## src/hw/rtl/keypad_setpoint_editor_macros.svh

```systemverilog
// assertion macros used by the keypad setpoint editor top level
`ifndef KEYPAD_SETPOINT_EDITOR_MACROS_SVH
`define KEYPAD_SETPOINT_EDITOR_MACROS_SVH

// antecedent implies consequent in the same cycle
`define KSE_ASSERT_NOW(label, ante, cons) \
  label: assert property (@(posedge clk_i) disable iff (!rst_ni) (ante) |-> (cons)) \
    else $error("keypad setpoint editor check failed");

// antecedent implies consequent in the next cycle
`define KSE_ASSERT_NEXT(label, ante, cons) \
  label: assert property (@(posedge clk_i) disable iff (!rst_ni) (ante) |=> (cons)) \
    else $error("keypad setpoint editor check failed");

`endif

```

## src/hw/rtl/kse_pkg.sv

```systemverilog
// shared types, codes and helper functions of the keypad setpoint editor
package kse_pkg;

  localparam int unsigned TableEntriesDef = 179;

  // debounced key event codes
  localparam logic [4:0] EV_NONE      = 5'h00;
  localparam logic [4:0] EV_UP        = 5'h01;
  localparam logic [4:0] EV_DOWN      = 5'h02;
  localparam logic [4:0] EV_LEFT      = 5'h03;
  localparam logic [4:0] EV_RIGHT     = 5'h04;
  localparam logic [4:0] EV_ENTER     = 5'h05;
  localparam logic [4:0] EV_MULTI     = 5'h0F;
  localparam logic [4:0] EV_HOLD      = 5'h10;
  localparam logic [4:0] EV_HOLD_UP   = 5'h11;
  localparam logic [4:0] EV_HOLD_DOWN = 5'h12;

  // key codes before the hold flag
  localparam logic [3:0] KEY_NONE  = 4'h0;
  localparam logic [3:0] KEY_UP    = 4'h1;
  localparam logic [3:0] KEY_DOWN  = 4'h2;
  localparam logic [3:0] KEY_LEFT  = 4'h3;
  localparam logic [3:0] KEY_RIGHT = 4'h4;
  localparam logic [3:0] KEY_ENTER = 4'h5;
  localparam logic [3:0] KEY_MULTI = 4'hF;

  // beep sequence lengths
  localparam logic [1:0] BEEP_NONE  = 2'd0;
  localparam logic [1:0] BEEP_ONE   = 2'd1;
  localparam logic [1:0] BEEP_TWO   = 2'd2;
  localparam logic [1:0] BEEP_THREE = 2'd3;

  // configuration register indexes
  localparam logic [2:0] REG_PRESS_TICKS    = 3'd0;
  localparam logic [2:0] REG_HOLD_TICKS     = 3'd1;
  localparam logic [2:0] REG_REPEAT_SLOW    = 3'd2;
  localparam logic [2:0] REG_REPEAT_FAST    = 3'd3;
  localparam logic [2:0] REG_SLOW_COUNT     = 3'd4;
  localparam logic [2:0] REG_BEEP_TICKS     = 3'd5;
  localparam logic [2:0] REG_LIGHT_TICKS    = 3'd6;
  localparam logic [2:0] REG_EDIT_TIMEOUT   = 3'd7;

  typedef struct packed {
    logic [4:0] key_lines;
    logic       enable_switch;
    logic       host_load;
    logic [7:0] host_index;
  } kse_in_t;

  typedef struct packed {
    logic [7:0] committed_index;
    logic [7:0] shown_index;
    logic       editing;
    logic       commit_strobe;
    logic       buzzer_on;
    logic       backlight_on;
    logic [4:0] key_event;
  } kse_out_t;

  typedef struct packed {
    logic [15:0] press_ticks;
    logic [15:0] hold_ticks;
    logic [15:0] repeat_slow_ticks;
    logic [15:0] repeat_fast_ticks;
    logic [7:0]  slow_repeat_count;
    logic [15:0] beep_ticks;
    logic [15:0] light_ticks;
    logic [15:0] edit_timeout_ticks;
  } kse_cfg_t;

  // requests from the editor to the buzzer and backlight timers
  typedef struct packed {
    logic       light_req;
    logic       light_clear;
    logic [1:0] beep_req;
  } kse_alert_t;

  // 16-bit timer step that sticks at all ones
  function automatic logic [15:0] kse_sat_inc(input logic [15:0] t);
    return (t == 16'hFFFF) ? t : t + 16'd1;
  endfunction

  // one-hot key lines to key code, several keys give the multi code
  function automatic logic [3:0] kse_code_of(input logic [4:0] lines);
    logic [3:0] code;
    unique case (lines)
      5'b00000: code = KEY_NONE;
      5'b00001: code = KEY_UP;
      5'b00010: code = KEY_DOWN;
      5'b00100: code = KEY_LEFT;
      5'b01000: code = KEY_RIGHT;
      5'b10000: code = KEY_ENTER;
      default:  code = KEY_MULTI;
    endcase
    return code;
  endfunction

endpackage

```

## src/hw/rtl/kse_debounce.sv

```systemverilog
// key debouncer: stable code tracking and press/hold event coding
module kse_debounce (
  input  logic        clk_i,
  input  logic        rst_ni,
  input  logic        step_i,
  input  logic        scan_i,
  input  logic [4:0]  key_lines_i,
  input  logic [15:0] press_ticks_i,
  input  logic [15:0] hold_ticks_i,
  output logic [4:0]  event_o
);
  import kse_pkg::*;

  logic [3:0]  code_q, code_d;
  logic [15:0] timer_q, timer_d;
  logic [3:0]  sw;

  // event from the code that has been stable so far
  always_comb begin
    sw      = kse_code_of(key_lines_i);
    code_d  = code_q;
    timer_d = kse_sat_inc(timer_q);
    event_o = EV_NONE;
    if (scan_i) begin
      if (code_q != sw) begin
        code_d  = sw;
        timer_d = 16'd1;
      end else begin
        if (timer_q > press_ticks_i) event_o = {1'b0, code_q};
        if (timer_q > hold_ticks_i)  event_o = event_o | EV_HOLD;
      end
    end
  end

  // stable code and its age
  always_ff @(posedge clk_i or negedge rst_ni) begin
    if (!rst_ni) begin
      code_q  <= KEY_NONE;
      timer_q <= '0;
    end else if (step_i) begin
      code_q  <= code_d;
      timer_q <= timer_d;
    end
  end

endmodule

```

## src/hw/rtl/kse_editor.sv

```systemverilog
// setpoint edit logic: host load, mode, index stepping, auto-repeat, commit, timeout
module kse_editor #(
  parameter int unsigned TableEntries = kse_pkg::TableEntriesDef
) (
  input  logic               clk_i,
  input  logic               rst_ni,
  input  logic               step_i,
  input  logic               enable_i,
  input  logic               load_i,
  input  logic [7:0]         host_index_i,
  input  logic [4:0]         event_i,
  input  kse_pkg::kse_cfg_t  cfg_i,
  output kse_pkg::kse_alert_t alert_o,
  output logic [7:0]         committed_o,
  output logic [7:0]         shown_o,
  output logic               editing_o,
  output logic               strobe_o
);
  import kse_pkg::*;

  localparam logic [7:0] LastIdx = 8'(TableEntries - 1);

  logic [4:0]  last_q, last_d;
  logic        fresh_q, fresh_d;
  logic        seen_q, seen_d;
  logic        edit_q, edit_d;
  logic [7:0]  rcount_q, rcount_d;
  logic        limit_q, limit_d;
  logic [7:0]  saved_q, saved_d;
  logic [7:0]  idx_q, idx_d;
  logic [15:0] change_q, change_d;
  logic [15:0] rtimer_q, rtimer_d;
  logic        change_rst, rtimer_rst;
  logic        room, repeat_due;
  logic [7:0]  stepped, clamped;

  // next state for one tick
  always_comb begin
    last_d     = last_q;
    fresh_d    = fresh_q;
    seen_d     = seen_q;
    edit_d     = edit_q;
    rcount_d   = rcount_q;
    limit_d    = limit_q;
    saved_d    = saved_q;
    idx_d      = idx_q;
    change_rst = 1'b0;
    rtimer_rst = 1'b0;
    alert_o    = '0;
    strobe_o   = 1'b0;
    clamped    = (host_index_i > LastIdx) ? LastIdx : host_index_i;
    room       = event_i[0] ? (idx_q < LastIdx) : (idx_q != 8'd0);
    stepped    = event_i[0] ? idx_q + 8'd1 : idx_q - 8'd1;
    repeat_due = ((rcount_q < cfg_i.slow_repeat_count) &&
                  (rtimer_q > cfg_i.repeat_slow_ticks)) ||
                 ((rcount_q >= cfg_i.slow_repeat_count) &&
                  (rtimer_q > cfg_i.repeat_fast_ticks));
    if (load_i) begin
      saved_d = clamped;
      idx_d   = clamped;
    end else if (enable_i) begin
      if (!seen_q) begin
        alert_o.light_req = 1'b1;
        seen_d            = 1'b1;
      end
      if (last_q != event_i) begin
        last_d  = event_i;
        fresh_d = 1'b1;
      end
      case (event_i) inside
        EV_MULTI: begin
          if (fresh_d) begin
            alert_o.beep_req = BEEP_THREE;
            fresh_d          = 1'b0;
          end
        end
        EV_UP, EV_DOWN: begin
          if (fresh_d) begin
            alert_o.light_req = 1'b1;
            if (edit_q) begin
              rcount_d = '0;
              limit_d  = 1'b0;
              if (room) begin
                alert_o.beep_req = BEEP_ONE;
                idx_d            = stepped;
                change_rst       = 1'b1;
              end else begin
                alert_o.beep_req = BEEP_TWO;
                edit_d           = 1'b0;
              end
            end else begin
              alert_o.beep_req = BEEP_ONE;
            end
            fresh_d = 1'b0;
          end
        end
        EV_HOLD_UP, EV_HOLD_DOWN: begin
          if (repeat_due) begin
            if (rcount_q != 8'hFF) rcount_d = rcount_q + 8'd1;
            rtimer_rst        = 1'b1;
            alert_o.light_req = 1'b1;
            if (room) begin
              idx_d      = stepped;
              change_rst = 1'b1;
              edit_d     = 1'b1;
            end else if (!limit_q) begin
              alert_o.beep_req = BEEP_TWO;
              limit_d          = 1'b1;
            end
          end
        end
        EV_LEFT, EV_RIGHT: begin
          if (fresh_d) begin
            alert_o.light_req = 1'b1;
            alert_o.beep_req  = BEEP_ONE;
            edit_d            = !edit_q;
            fresh_d           = 1'b0;
            change_rst        = 1'b1;
            if (edit_q) idx_d = saved_q;
          end
        end
        EV_ENTER: begin
          if (fresh_d) begin
            alert_o.light_req = 1'b1;
            alert_o.beep_req  = BEEP_ONE;
            saved_d           = idx_q;
            edit_d            = 1'b0;
            strobe_o          = 1'b1;
            fresh_d           = 1'b0;
          end
        end
        default: ;
      endcase
    end else if (seen_q) begin
      seen_d              = 1'b0;
      edit_d              = 1'b0;
      idx_d               = saved_q;
      alert_o.light_clear = 1'b1;
    end
    // tick timers and edit timeout
    change_d = kse_sat_inc(change_rst ? 16'd0 : change_q);
    rtimer_d = kse_sat_inc(rtimer_rst ? 16'd0 : rtimer_q);
    if ((change_d > cfg_i.edit_timeout_ticks) && edit_d) begin
      edit_d = 1'b0;
      idx_d  = saved_d;
    end
  end

  assign committed_o = saved_d;
  assign shown_o     = idx_d;
  assign editing_o   = edit_d;

  // edit state registers
  always_ff @(posedge clk_i or negedge rst_ni) begin
    if (!rst_ni) begin
      last_q   <= EV_NONE;
      fresh_q  <= 1'b0;
      seen_q   <= 1'b0;
      edit_q   <= 1'b0;
      rcount_q <= '0;
      limit_q  <= 1'b0;
      saved_q  <= '0;
      idx_q    <= '0;
      change_q <= '0;
      rtimer_q <= '0;
    end else if (step_i) begin
      last_q   <= last_d;
      fresh_q  <= fresh_d;
      seen_q   <= seen_d;
      edit_q   <= edit_d;
      rcount_q <= rcount_d;
      limit_q  <= limit_d;
      saved_q  <= saved_d;
      idx_q    <= idx_d;
      change_q <= change_d;
      rtimer_q <= rtimer_d;
    end
  end

endmodule

```

## src/hw/rtl/kse_annunciator.sv

```systemverilog
// beep sequencer and backlight timeout
module kse_annunciator (
  input  logic                clk_i,
  input  logic                rst_ni,
  input  logic                step_i,
  input  kse_pkg::kse_alert_t alert_i,
  input  logic [15:0]         beep_ticks_i,
  input  logic [15:0]         light_ticks_i,
  output logic                buzzer_o,
  output logic                backlight_o
);
  import kse_pkg::*;

  logic        lflag_q, lflag_d;
  logic [15:0] ltimer_q, ltimer_d;
  logic [1:0]  target_q, target_d;
  logic [1:0]  done_q, done_d;
  logic        phase_q, phase_d;
  logic [15:0] btimer_q, btimer_d;
  logic        phase_cur;
  logic [15:0] btimer_cur;

  // backlight: lit on key activity, off after the idle time or switch open
  always_comb begin
    lflag_d = lflag_q;
    if (alert_i.light_clear) lflag_d = 1'b0;
    if (alert_i.light_req)   lflag_d = 1'b1;
    ltimer_d = kse_sat_inc(alert_i.light_req ? 16'd0 : ltimer_q);
    if (ltimer_d >= light_ticks_i) lflag_d = 1'b0;
  end

  // beeps: on phase then off phase per beep, restart on a new request
  always_comb begin
    target_d   = target_q;
    done_d     = done_q;
    phase_cur  = phase_q;
    btimer_cur = btimer_q;
    if (alert_i.beep_req != BEEP_NONE) begin
      target_d   = alert_i.beep_req;
      done_d     = '0;
      phase_cur  = 1'b0;
      btimer_cur = '0;
    end
    phase_d  = phase_cur;
    btimer_d = btimer_cur;
    if (done_d < target_d) begin
      btimer_d = kse_sat_inc(btimer_cur);
      if (btimer_d > beep_ticks_i) begin
        phase_d  = !phase_cur;
        btimer_d = '0;
        if (phase_cur) done_d = done_d + 2'd1;
      end
    end
  end

  assign buzzer_o    = (done_d < target_d) && !phase_d;
  assign backlight_o = lflag_d;

  // timer registers
  always_ff @(posedge clk_i or negedge rst_ni) begin
    if (!rst_ni) begin
      lflag_q  <= 1'b0;
      ltimer_q <= '0;
      target_q <= BEEP_NONE;
      done_q   <= '0;
      phase_q  <= 1'b0;
      btimer_q <= '0;
    end else if (step_i) begin
      lflag_q  <= lflag_d;
      ltimer_q <= ltimer_d;
      target_q <= target_d;
      done_q   <= done_d;
      phase_q  <= phase_d;
      btimer_q <= btimer_d;
    end
  end

endmodule

```

## src/hw/rtl/keypad_setpoint_editor.sv

```systemverilog
// top level of the keypad setpoint editor
// Each input transaction is one timer tick. The tick is captured in an input
// register and worked through in combinational logic into the result register,
// so a tick can be taken every clock cycle unless the result side stalls. The
// debouncer, editor and annunciator registers update once per processed tick.
// Configuration is written through a plain write port (index 0..7); the user
// must write it only while the block is idle, the block does not enforce this.
`include "keypad_setpoint_editor_macros.svh"

module keypad_setpoint_editor #(
  parameter int unsigned TableEntries = kse_pkg::TableEntriesDef
) (
  input  logic             clk_i,
  input  logic             rst_ni,
  input  logic             in_valid_i,
  output logic             in_ready_o,
  input  kse_pkg::kse_in_t in_i,
  output logic             out_valid_o,
  input  logic             out_ready_i,
  output kse_pkg::kse_out_t out_o,
  input  logic             cfg_we_i,
  input  logic [2:0]       cfg_idx_i,
  input  logic [15:0]      cfg_data_i
);
  import kse_pkg::*;

  localparam logic [7:0] LastIdx = 8'(TableEntries - 1);

  kse_cfg_t   cfg_q;
  kse_in_t    in_q;
  logic       in_valid_q;
  kse_out_t   out_q, res;
  logic       out_valid_q;
  logic       step, scan;
  logic [4:0] key_event;
  kse_alert_t alert;

  // configuration registers
  always_ff @(posedge clk_i or negedge rst_ni) begin
    if (!rst_ni) begin
      cfg_q.press_ticks        <= 16'd5;
      cfg_q.hold_ticks         <= 16'd100;
      cfg_q.repeat_slow_ticks  <= 16'd50;
      cfg_q.repeat_fast_ticks  <= 16'd10;
      cfg_q.slow_repeat_count  <= 8'd5;
      cfg_q.beep_ticks         <= 16'd10;
      cfg_q.light_ticks        <= 16'd1000;
      cfg_q.edit_timeout_ticks <= 16'd3000;
    end else if (cfg_we_i) begin
      unique case (cfg_idx_i)
        REG_PRESS_TICKS:  cfg_q.press_ticks        <= cfg_data_i;
        REG_HOLD_TICKS:   cfg_q.hold_ticks         <= cfg_data_i;
        REG_REPEAT_SLOW:  cfg_q.repeat_slow_ticks  <= cfg_data_i;
        REG_REPEAT_FAST:  cfg_q.repeat_fast_ticks  <= cfg_data_i;
        REG_SLOW_COUNT:   cfg_q.slow_repeat_count  <= cfg_data_i[7:0];
        REG_BEEP_TICKS:   cfg_q.beep_ticks         <= cfg_data_i;
        REG_LIGHT_TICKS:  cfg_q.light_ticks        <= cfg_data_i;
        REG_EDIT_TIMEOUT: cfg_q.edit_timeout_ticks <= cfg_data_i;
        default: ;
      endcase
    end
  end

  // the held tick is processed when the result register can take it
  assign step       = in_valid_q && (!out_valid_q || out_ready_i);
  assign in_ready_o = !in_valid_q || step;
  assign scan       = !in_q.host_load && in_q.enable_switch;

  // input register
  always_ff @(posedge clk_i or negedge rst_ni) begin
    if (!rst_ni) begin
      in_valid_q <= 1'b0;
    end else if (in_valid_i && in_ready_o) begin
      in_valid_q <= 1'b1;
    end else if (step) begin
      in_valid_q <= 1'b0;
    end
  end

  always_ff @(posedge clk_i) begin
    if (in_valid_i && in_ready_o) begin
      in_q <= in_i;
    end
  end

  kse_debounce u_debounce (
    .clk_i,
    .rst_ni,
    .step_i        (step),
    .scan_i        (scan),
    .key_lines_i   (in_q.key_lines),
    .press_ticks_i (cfg_q.press_ticks),
    .hold_ticks_i  (cfg_q.hold_ticks),
    .event_o       (key_event)
  );

  kse_editor #(
    .TableEntries (TableEntries)
  ) u_editor (
    .clk_i,
    .rst_ni,
    .step_i       (step),
    .enable_i     (in_q.enable_switch),
    .load_i       (in_q.host_load),
    .host_index_i (in_q.host_index),
    .event_i      (key_event),
    .cfg_i        (cfg_q),
    .alert_o      (alert),
    .committed_o  (res.committed_index),
    .shown_o      (res.shown_index),
    .editing_o    (res.editing),
    .strobe_o     (res.commit_strobe)
  );

  kse_annunciator u_annunciator (
    .clk_i,
    .rst_ni,
    .step_i        (step),
    .alert_i       (alert),
    .beep_ticks_i  (cfg_q.beep_ticks),
    .light_ticks_i (cfg_q.light_ticks),
    .buzzer_o      (res.buzzer_on),
    .backlight_o   (res.backlight_on)
  );

  assign res.key_event = key_event;

  // result register
  always_ff @(posedge clk_i or negedge rst_ni) begin
    if (!rst_ni) begin
      out_valid_q <= 1'b0;
    end else if (step) begin
      out_valid_q <= 1'b1;
    end else if (out_ready_i) begin
      out_valid_q <= 1'b0;
    end
  end

  always_ff @(posedge clk_i) begin
    if (step) begin
      out_q <= res;
    end
  end

  assign out_valid_o = out_valid_q;
  assign out_o       = out_q;

  // checks
  `KSE_ASSERT_NEXT(a_accept_fills_stage, in_valid_i && in_ready_o, in_valid_q)
  `KSE_ASSERT_NOW(a_commit_leaves_edit, out_valid_o && out_o.commit_strobe, !out_o.editing)
  `KSE_ASSERT_NOW(a_index_in_table, out_valid_o,
    (out_o.shown_index <= LastIdx) && (out_o.committed_index <= LastIdx))

endmodule

```

## config.mk

```make
export PLATFORM = sky130hd
export DESIGN_NAME = keypad_setpoint_editor
export DESIGN_NICKNAME = d
export VERILOG_FILES = /design/src/hw/rtl/kse_pkg.sv /design/src/hw/rtl/kse_debounce.sv /design/src/hw/rtl/kse_editor.sv /design/src/hw/rtl/kse_annunciator.sv /design/src/hw/rtl/keypad_setpoint_editor.sv
export VERILOG_INCLUDE_DIRS = /design/src /design/src/hw/rtl
export SDC_FILE = /design/constraint.sdc
export NUM_CORES = 1
export LEC_CHECK = 0
export BUFFER_PORTS_ARGS = -buffer_cell sky130_fd_sc_hd__buf_2
export CAP_MARGIN = 30
export CORE_AREA = 2 2 214 216
export DETAILED_ROUTE_END_ITERATION = 8
export DIE_AREA = 0 0 216 218
export MAX_ROUTING_LAYER = met4
export SLEW_MARGIN = 25
export SYNTH_ARGS = -nofsm -noshare
export SYNTH_HDL_FRONTEND = slang
export SYNTH_SLANG_ARGS = --single-unit
```

## constraint.sdc

```tcl
create_clock -name clk_i -period 13.3 [get_ports clk_i]
set_clock_uncertainty 0.15 [all_clocks]
set_input_delay 3.325 -clock clk_i [delete_from_list [all_inputs] [get_ports clk_i]]
set_output_delay 3.325 -clock clk_i [all_outputs]
set_load 0.005 [all_outputs]
```

==> summary.txt <==
Leakage power -> 8.86 nW
Largest net degree at the start of global routing -> 154
Crit path largest cell delay -> 0.62 ns
GRT overflow -> 0
CP max FO -> 13
YS warnings -> 0
Cell taking the most area after synthesis -> dfrtp_1
Synthesized cell area -> 0.0177 mm2
Sequential power share -> 0.420
Vias in the first global route -> 13900
Vias -> 14100
H-tree lvl count -> 2
WHS Path Cells -> 2
EDFF count, synth -> 40
Largest cells by area after synthesis -> dfrtp_1 31%, ha_1 9.6%, edfxtp_1 6.8%, mux2_2 5.7%, o21ai_0 4.6%
Critical R2R Launch -> u_debounce.timer_q[15]
WL/cell -> 18.0 um
Maximum VDD drop -> 0.0932 mV
Setup bufs post-CTS -> 0
Worst Setup End Kind -> register
Reg-to-Reg End -> out_o[6]
Clock Sinks -> 285
Switching share of power -> 0.318
Commonest non-fill, non-tap cell in the layout -> dfrtp_1
Main flop type after synthesis -> dfrtp_1
Syn nets -> 2065
Layout area overhead -> 11.8%
Total Nets Final -> 2115
Most frequent cells in the layout -> 218 x dfrtp_1, 199 x nand2_1, 163 x o21ai_0, 144 x inv_1, 135 x ha_1
Slowest cell on crit path -> or4_1
IO Port Bufs -> 65
CTS Buf Count -> 35
Fin crit period -> 9.24 ns
Place WS -> 4.25 ns
Final period util -> 0.695
Total track usage -> 0.206
Initial core utilization -> 0.393
Chip height -> 218 um
CTS Hold Bufs -> 0
Full die area -> 0.0471 mm2
PnR worst setup slack -> 4.06 ns
Synthesized flop and latch total -> 285
Met2 Use GR -> 0.327
Met3 usage -> 0.0238
CTS resizes -> 0
Post-synth top area share -> 0.309
Worst-Skew Late Latency -> 0.53 ns
Logic gate share of total power -> 0.239
Initial antenna violation count -> 2
Worst min-delay path class -> register to register
Register-to-register setup slack -> 4.06 ns
Final hold vios -> 0
TNS Setup -> 0 ns
Clk slew on worst S/H paths -> 0.06 ns
Crit path DAT -> 9.47 ns
Final WL -> 46300 um
Placer congestion estimate -> 0.887
Crit Path Class -> register to register
Sw Pwr -> 0.883 mW
Post-route DRC violation count -> 0
First-pass GRT wire length -> 75700 um
Initial DRT Pass Iterations -> 5
Startpoint Class -> register
Cell variety after synth -> 90
Final setup vio count -> 0
Drt first-iter violations -> 983
R2R cell count -> 35
Slew @ Worst Pin -> 1.05 ns
Chip Width -> 216 um
Hpwl dp -> 32600 um
Pins Over Slew Limit -> 0
CTS tree -> done
Dpl cells -> 2500
Root Driver -> clkbuf_16
Seq/Total Area, Yosys -> 0.417
Critical Path RT -> 13.53 ns
Power share of the clock group -> 0.341
Post-Syn Instances -> 1890
Vias per cell -> 5.49
M1 GR Usage -> 0.276
Io pins -> 66
P_int -> 1.89 mW
Final ANT Viol Nets -> 0
Slew margin rel. -> 0.294
Max-cap violation count -> 0
Pwr dens -> 141 mW/mm2
Clock buffer depth -> 3
RSZ-0062 raised after global routing -> false
Post-route insts no fill -> 2567
Max Clk Rate -> 108 MHz
FFs w/ async S/R, synth -> 0.860
Avg Cell Area, Syn -> 9.34 um2
Outcome -> finished clean
Core Area -> 0.0449 mm2
Hold wc startpoint -> u_annunciator.target_q[1]
Hold worst-path end -> u_annunciator.target_q[1]
# rows -> 78
Layer carrying the most global-route usage -> met2
Share of layout cells above drive strength 1 -> 0.151
## Yosys cell counts, drive strengths merged, types with 10 or more instances
library cell	number
nand2	201
nor3	25
a31oi	19
and3	26
nand2b	18
inv	146
nand3	66
mux2i	24
o31ai	19
mux2	89
nor2	132
dfstp	27
dfrtp	218
clkbuf	50
o21a	11
xnor2	21
or3	14
a211oi	10
buf	21
xor2	32
edfxtp	40
ha	135
nand4	43
or2	11
a21o	33
o21ai	169
nor2b	33
o211ai	14
a22o	13
a21oi	110
## layer usage
| metal | up-vias | routed length [um] | share of wire |
|---|---|---|---|
| met5 | - | 0 | 0 |
| met4 | 0 | 1230 | 0.027 |
| met3 | 67 | 1860 | 0.040 |
| met2 | 292 | 21800 | 0.47 |
| met1 | 6822 | 21400 | 0.46 |
| li1 | 6907 | - | - |
## metrics by stage
| stage | total power [mW] | cell area (um2) | hold slack (ns) | util |
|---|---|---|---|---|
| after floorplan | 1.64 | 17700 | 0.285 | - |
| after global placement | 1.81 | 18600 | 0.305 | 0.413 |
| after detailed placement | 1.84 | 18600 | 0.308 | 0.414 |
| after CTS | 2.80 | 19700 | 0.325 | 0.439 |
| after global routing | 2.96 | 19700 | 0.355 | 0.440 |
| final | 2.78 | 19700 | 0.325 | 0.440 |
## cell type report
| type | count | area, um2 |
|---|---|---|
| Clock buffer | 49 | 1020 |
| Timing Repair Buffer | 84 | 489 |
| Sequential cell | 285 | 7370 |
| Tap cell | 600 | 751 |
| Inverter | 146 | 552 |
| Multi-Input combinational cell | 1388 | 9440 |
| Clock inverter | 14 | 119 |
| Antenna cell | 1 | 2.50 |
| Fill cell | 4392 | 25100 |
## kinds of logic (layout without fill, tap and decap cells)
| logic type | count (synthesis) | count (layout) | share of synthesized area |
|---|---|---|---|
| multiplexers | 113 | 113 | 0.0704 |
| AO/OA/AOI/OAI | 472 | 472 | 0.169 |
| buffers and inverters | 217 | 293 | 0.0492 |
| adder cells (fa/ha/maj) | 138 | 138 | 0.0981 |
| flip-flops | 285 | 285 | 0.417 |
| other | 0 | 1 | 0 |
| AND/OR/NAND/NOR | 612 | 612 | 0.170 |
| XOR/XNOR | 53 | 53 | 0.0263 |
## registers in the layout, summed over array words and instances (netlist names), 8 cells and up
signal	cells
cfg_q	120
in_q	15
out_o	25
u_annunciator.btimer_q	16
u_annunciator.ltimer_q	16
u_debounce.timer_q	16
u_editor.change_q	16
u_editor.idx_q	8
u_editor.rcount_q	8
u_editor.rtimer_q	16
u_editor.saved_q	8
## power groups by stage
stage                     sequential (mW)  clock (mW)  combinational [mW]
after global placement               1.17           0               0.639
after global routing                 1.19        1.01               0.765
after CTS                            1.16       0.973               0.669
after floorplan                      1.12           0               0.510
final                                1.16       0.947               0.664
after detailed placement             1.18           0               0.661
## worst max-delay path, delay by kind of cell, from the launching register on
kind / cells / cell delay [ns]
flops: 1 / 0.44
fa+ha+maj: 4 / 1.07
compound gates: 7 / 1.56
simple gates: 23 / 5.69
xor+xnor: 1 / 0.18
## worst max path at each step
stage,start,end,slack [ns],cells past startpoint
3_3_place_gp,u_debounce.timer_q[15],out_o[6],4.49,35
5_1_grt,u_debounce.timer_q[13],out_o[6],3.30,35
3_5_place_dp,u_debounce.timer_q[15],out_o[6],4.25,35
2_1_floorplan,u_debounce.timer_q[15],out_o[6],5.69,36
6_report,u_debounce.timer_q[15],out_o[6],4.06,35
4_1_cts,u_debounce.timer_q[15],out_o[6],4.18,35
Power figures use the tool's default switching activity.
